$ cat config.mk
export PLATFORM = sky130hd
export DESIGN_NAME = lesf_best
export DESIGN_NICKNAME = d
export VERILOG_FILES = /design/src/sv/lesf_pkg.sv /design/src/sv/lesf_best.sv
export SDC_FILE = /design/constraint.sdc
export NUM_CORES = 1
export LEC_CHECK = 0
export ABC_AREA = 1
export BUFFER_PORTS_ARGS = -buffer_cell sky130_fd_sc_hd__buf_4
export CORE_ASPECT_RATIO = 1.2
export CORE_UTILIZATION = 58
export CTS_CLUSTER_SIZE = 24
export DETAILED_ROUTE_END_ITERATION = 10
export PLACE_DENSITY = 0.92
export SYNTH_ARGS = -nofsm -noshare
export SYNTH_HDL_FRONTEND = slang
export SYNTH_SLANG_ARGS = --single-unit
$ cat constraint.sdc
create_clock -name clk -period 2.7 [get_ports clk]
set_input_delay 0.54 -clock clk [delete_from_list [all_inputs] [get_ports clk]]
set_output_delay 0.54 -clock clk [all_outputs]
set_load 0.05 [all_outputs]
$ cat src/sv/lesf_pkg.sv
`default_nettype none

package lesf_pkg;

	localparam int DEF_MAX_WIDTH  = 1024;
	localparam int DEF_MAX_HEIGHT = 1024;

	localparam int CHAR_W      = 8;
	localparam int CFG_DATA_W  = 11;
	localparam int CFG_INDEX_W = 2;
	localparam int X_W         = 10;
	localparam int Y_W         = 10;
	localparam int SIZE_W      = 11;

	typedef enum logic [CFG_INDEX_W-1:0] {
		REG_GRID_WIDTH    = 2'd0,
		REG_GRID_HEIGHT   = 2'd1,
		REG_OBSTACLE_CHAR = 2'd2
	} cfg_reg_t;

	localparam int                GRID_RESET     = 1024;
	localparam logic [CHAR_W-1:0] OBSTACLE_RESET = 8'd111;

	// where a cell sits in the frame
	typedef struct packed {
		logic row0;
		logic col0;
		logic frame_end;
	} cell_pos_t;

endpackage

`default_nettype wire

$ cat src/sv/lesf_best.sv
`default_nettype none

module lesf_best #(
	parameter int CW = 10,
	parameter int HW = 10,
	parameter int RW = 11
) (
	input  wire logic                        clk,
	input  wire logic                        arst_n,
	input  wire logic                        clear,
	input  wire logic                        vld_s1,
	input  wire logic [RW-1:0]               run_s1,
	input  wire logic [CW-1:0]               col_s1,
	input  wire logic [HW-1:0]               row_s1,
	input  wire lesf_pkg::cell_pos_t         pos_s1,
	output logic                             hold,
	output logic                             found_valid,
	input  wire logic                        found_ready,
	output logic [lesf_pkg::X_W-1:0]         found_x,
	output logic [lesf_pkg::Y_W-1:0]         found_y,
	output logic [lesf_pkg::SIZE_W-1:0]      found_size
);

	import lesf_pkg::*;

	logic            vld_s2;
	logic [RW-1:0]   run_s2;
	logic [CW-1:0]   col_s2;
	logic [HW-1:0]   row_s2;
	cell_pos_t       pos_s2;

	logic [RW-1:0]   best_size_q;
	logic [CW-1:0]   best_x_q;
	logic [HW-1:0]   best_y_q;

	logic            take;
	logic [CW:0]     cand_x;
	logic [HW:0]     cand_y;
	logic [RW-1:0]   nxt_size;
	logic [CW-1:0]   nxt_x;
	logic [HW-1:0]   nxt_y;

	// stall only when a frame result meets a full output register
	assign hold = vld_s2 && pos_s2.frame_end && found_valid && !found_ready;

	assign take   = run_s2 > best_size_q;
	assign cand_x = {1'b0, col_s2} + (CW+1)'(1) - (CW+1)'(run_s2);
	assign cand_y = {1'b0, row_s2} + (HW+1)'(1) - (HW+1)'(run_s2);

	always_comb begin
		nxt_size = best_size_q;
		nxt_x    = best_x_q;
		nxt_y    = best_y_q;
		if (take) begin
			nxt_size = run_s2;
			nxt_x    = cand_x[CW-1:0];
			nxt_y    = cand_y[HW-1:0];
		end
	end

	always_ff @(posedge clk or negedge arst_n) begin
		if (!arst_n) begin
			vld_s2 <= 1'b0;
		end else if (!hold) begin
			vld_s2 <= vld_s1;
		end
	end

	always_ff @(posedge clk) begin
		if (!hold) begin
			run_s2 <= run_s1;
			col_s2 <= col_s1;
			row_s2 <= row_s1;
			pos_s2 <= pos_s1;
		end
	end

	always_ff @(posedge clk or negedge arst_n) begin
		if (!arst_n) begin
			best_size_q <= '0;
			best_x_q    <= '0;
			best_y_q    <= '0;
		end else if (clear) begin
			best_size_q <= '0;
			best_x_q    <= '0;
			best_y_q    <= '0;
		end else if (vld_s2 && !hold) begin
			if (pos_s2.frame_end) begin
				best_size_q <= '0;
				best_x_q    <= '0;
				best_y_q    <= '0;
			end else begin
				best_size_q <= nxt_size;
				best_x_q    <= nxt_x;
				best_y_q    <= nxt_y;
			end
		end
	end

	always_ff @(posedge clk or negedge arst_n) begin
		if (!arst_n) begin
			found_valid <= 1'b0;
		end else if (vld_s2 && pos_s2.frame_end && !hold) begin
			found_valid <= 1'b1;
		end else if (found_ready) begin
			found_valid <= 1'b0;
		end
	end

	always_ff @(posedge clk) begin
		if (vld_s2 && pos_s2.frame_end && !hold) begin
			found_x    <= X_W'(nxt_x);
			found_y    <= Y_W'(nxt_y);
			found_size <= SIZE_W'(nxt_size);
		end
	end

endmodule

`default_nettype wire

==> flow_summary.toml <==
[clock_tree]
post-cts-setup-buffer-count = 0
worst_skew_pair.late_latency_ps = 380
cts_buffers = 9
h-tree-depth = 3
clock-sinks = 96
post_cts_hold_buffer_count = 0
root_buffer_cell = "clkbuf_8"
clk_pin_slew_ps = 100
cts_tree = "done"
clk_path_buf_depth = 2
cts-resized-gates = 0

[cells_and_area]
antenna-diode-count = 0
layout.nets = 705
flow.area_growth_from_synthesis_pct = 15.7
drive_above_1_share_pct = 17.9

[timing]
post_route_setup_tns_ps = 0
worst_relative_slew_slack_pct = 56.2
min_tclk_post_route_ps = 2390
maxSlewViolCount = 0
fmax_mhz = 419
final_worst_slack_ps = 313
worst_slew_pin_slew_ps = 656
timing.clock.skew_ps = 12.9
hold_violations = 0
setup_viol = 0
rsz0062_at_grt = "false"
timing.final.crit_share_pct = 88.4

[detailed_routing]
route.detailed.vias_per_inst = 5.22
post-route-drc-count = 0
first_pass_iters = 5
drt_first_iter_violations = 203
post_drt_wl_per_cell_um = 13.9
finalWirelength_mm = 10.3
dr_total_vias = 3867
remaining_antenna_violation_count = 0

[yosys]
netlist_instances = 547
post_synth_num_cell_types = 31
postSynthRegisterBits = 96
post_synth_main_area_contributors = "edfxtp_1 (37%), dfrtp_1 (16%), nand2_1 (12%)"
netlist.top_cell.by_area = "edfxtp_1"
ys_warn_count = 0
syn_nets = 633
avgSynthCellArea_um2 = 9.44
seq_area_frac_synth_pct = 52.6
mappedNetlistArea_um2 = 5160
synth_top_area_share_pct = 36.6

[power]
vdd_drop_max_mv = 0.388
leakagePower_nw = 3.00
post_route_total_power_mw = 3.72
p_per_area_nw_per_um2 = 622

[critical_path]
crit_path_buf_inv_count = 1
timing.critical_path.from = "run_s2[1]"
regToRegStartpoint = "run_s2[1]"
crit_path_cell_trace = "ha_1, inv_1, ha_1, fa_1, nand3_1, nand3_1, nand2_1, nand2_1, nand2_1, nand2_1, nand3_1, nand2_1"
criticalPathCategory = "register to register"
critical-path-top-cell-by-count = "nand2_1"
timing.critical_path.arrival_ps = 2510
critical_path.slowest_cell = "edfxtp_1"
crit_path_leading_delay_family = "adder cells"
cpPeakStageDelay_ps = 460
worstPathMaxFanout = 4
worst-r2r-setup-slack_ps = 310
required_ps = 2830
critical_path.endpoint_type = "register"
timing.critical_path.from_type = "register"

[global_route]
grt_antenna_before_repair = 0
first_pass_grt_wire_length_mm = 17.2
grt_util_met3_pct = 5.32
first_global_vias = 3973
gr-usage-met2_pct = 43.0
grt_overflow = 0
grt.met1_usage_pct = 28.6
grt_max_degree = 34
globalRouteTotalUtil_pct = 24.8
grt.busiest_layer = "met2"

[die]
boundaryPins = 72
rows = 37
die_w_um = 88.1
floorplan.initialDensity_pct = 60.0
overall_die_height_um = 105
die_area_um2 = 9290
core_um2 = 8610

[placed_design]
global_placement_routability_congestion = 0.912
numPortBuffers = 69
post-place-ws_ps = 339
dp_hpwl_mm = 7.50

[hold_path]
hp-class = "input pin to async pin"

[outcome]
outcome = "completed"

[job]
max_cap_viol_count = 0
## per-stage QoR
step                      util [%]  hold WS [ps]  instances  instance area, um2
after CTS                     69.4           108        741                5970
after global placement        67.3           462        725                5800
final                         69.4           115        741                5970
after global routing          69.4           137        741                5970
after floorplan                  -           244        547                5160
after detailed placement      67.3           471        725                5800
## registers in the layout, indices dropped and copies added, names as in the netlist, 10 cells and up
signal       cells
found_size      11
found_y         10
best_x_q        10
col_s2          10
run_s2          11
found_x         10
best_size_q     11
best_y_q        10
row_s2          10
## path summary, 6_finish.rpt
path | endpoint | depth (start not counted)
max | found_y[7] | 12
min | best_x_q[4] | 1
max reg2reg | found_y[7] | 12
min reg2reg | best_y_q[7] | 2
max in group asynchronous | best_size_q[8] | 1
min in group clk | run_s2[0] | 1
## per-layer routing
metal  vias to the layer above  wire (um)  share of wire [%]
li1                       1904          -                  -
met5                         -          0                  0
met3                        31        464                4.5
met2                       115       5440                 53
met4                         0        344                3.3
met1                      1817       4060                 39
## power by group
part	leakage, nW	switching, mW	total [mW]	internal (mW)
clock network	0.0830	0.488	0.845	0.357
logic	1.84	0.708	1.09	0.379
registers	1.08	0.0501	1.79	1.74
## cell type report
| class | instances | area, um2 |
|---|---|---|
| inverters | 89 | 334 |
| fillers | 626 | 2640 |
| repair buffers | 75 | 576 |
| flip-flops and latches | 96 | 2720 |
| well taps | 117 | 146 |
| clock buffers | 11 | 141 |
| clock inverters | 5 | 32.5 |
| multi-input cells | 348 | 2020 |
## synth_stat cells (all sizes together)
library cell and n:
inv 89, buf 9, nand2 169, fa 2, nand4 2, and2 18
o21a 1, nand3 67, clkbuf 5, or2 1, nor2 8, xnor2 2
a21oi 8, nor3b 1, nand3b 1, ha 45, o21ai 18, edfxtp 63
dfrtp 33, xor2 4, o211ai 1
## cell usage in the layout (no fill, tap or decap), types with 5 or more instances in the layout
master    count
a21oi_1       7
dfrtp_1      33
buf_4        74
clkbuf_8     10
o21ai_2      10
o21ai_0       6
nor2_1        5
nand2_1     167
and2_1       18
inv_1        86
nand3_1      66
edfxtp_1     63
ha_1         45
## kinds of logic (layout without fill, tap and decap cells)
logic type                 after synthesis  after routing  share of synthesized area, %
xor gates and xnor gates                 6              6                          1.02
DFF                                     96             96                          52.6
buffers and inverters                  103            180                          8.31
AOI/OAI and AO/OA                       28             28                          3.76
and+or+nand+nor                        267            267                          22.6
adders and majority gates               47             47                          11.7
No activity file was read; power rests on OpenSTA's default activity.
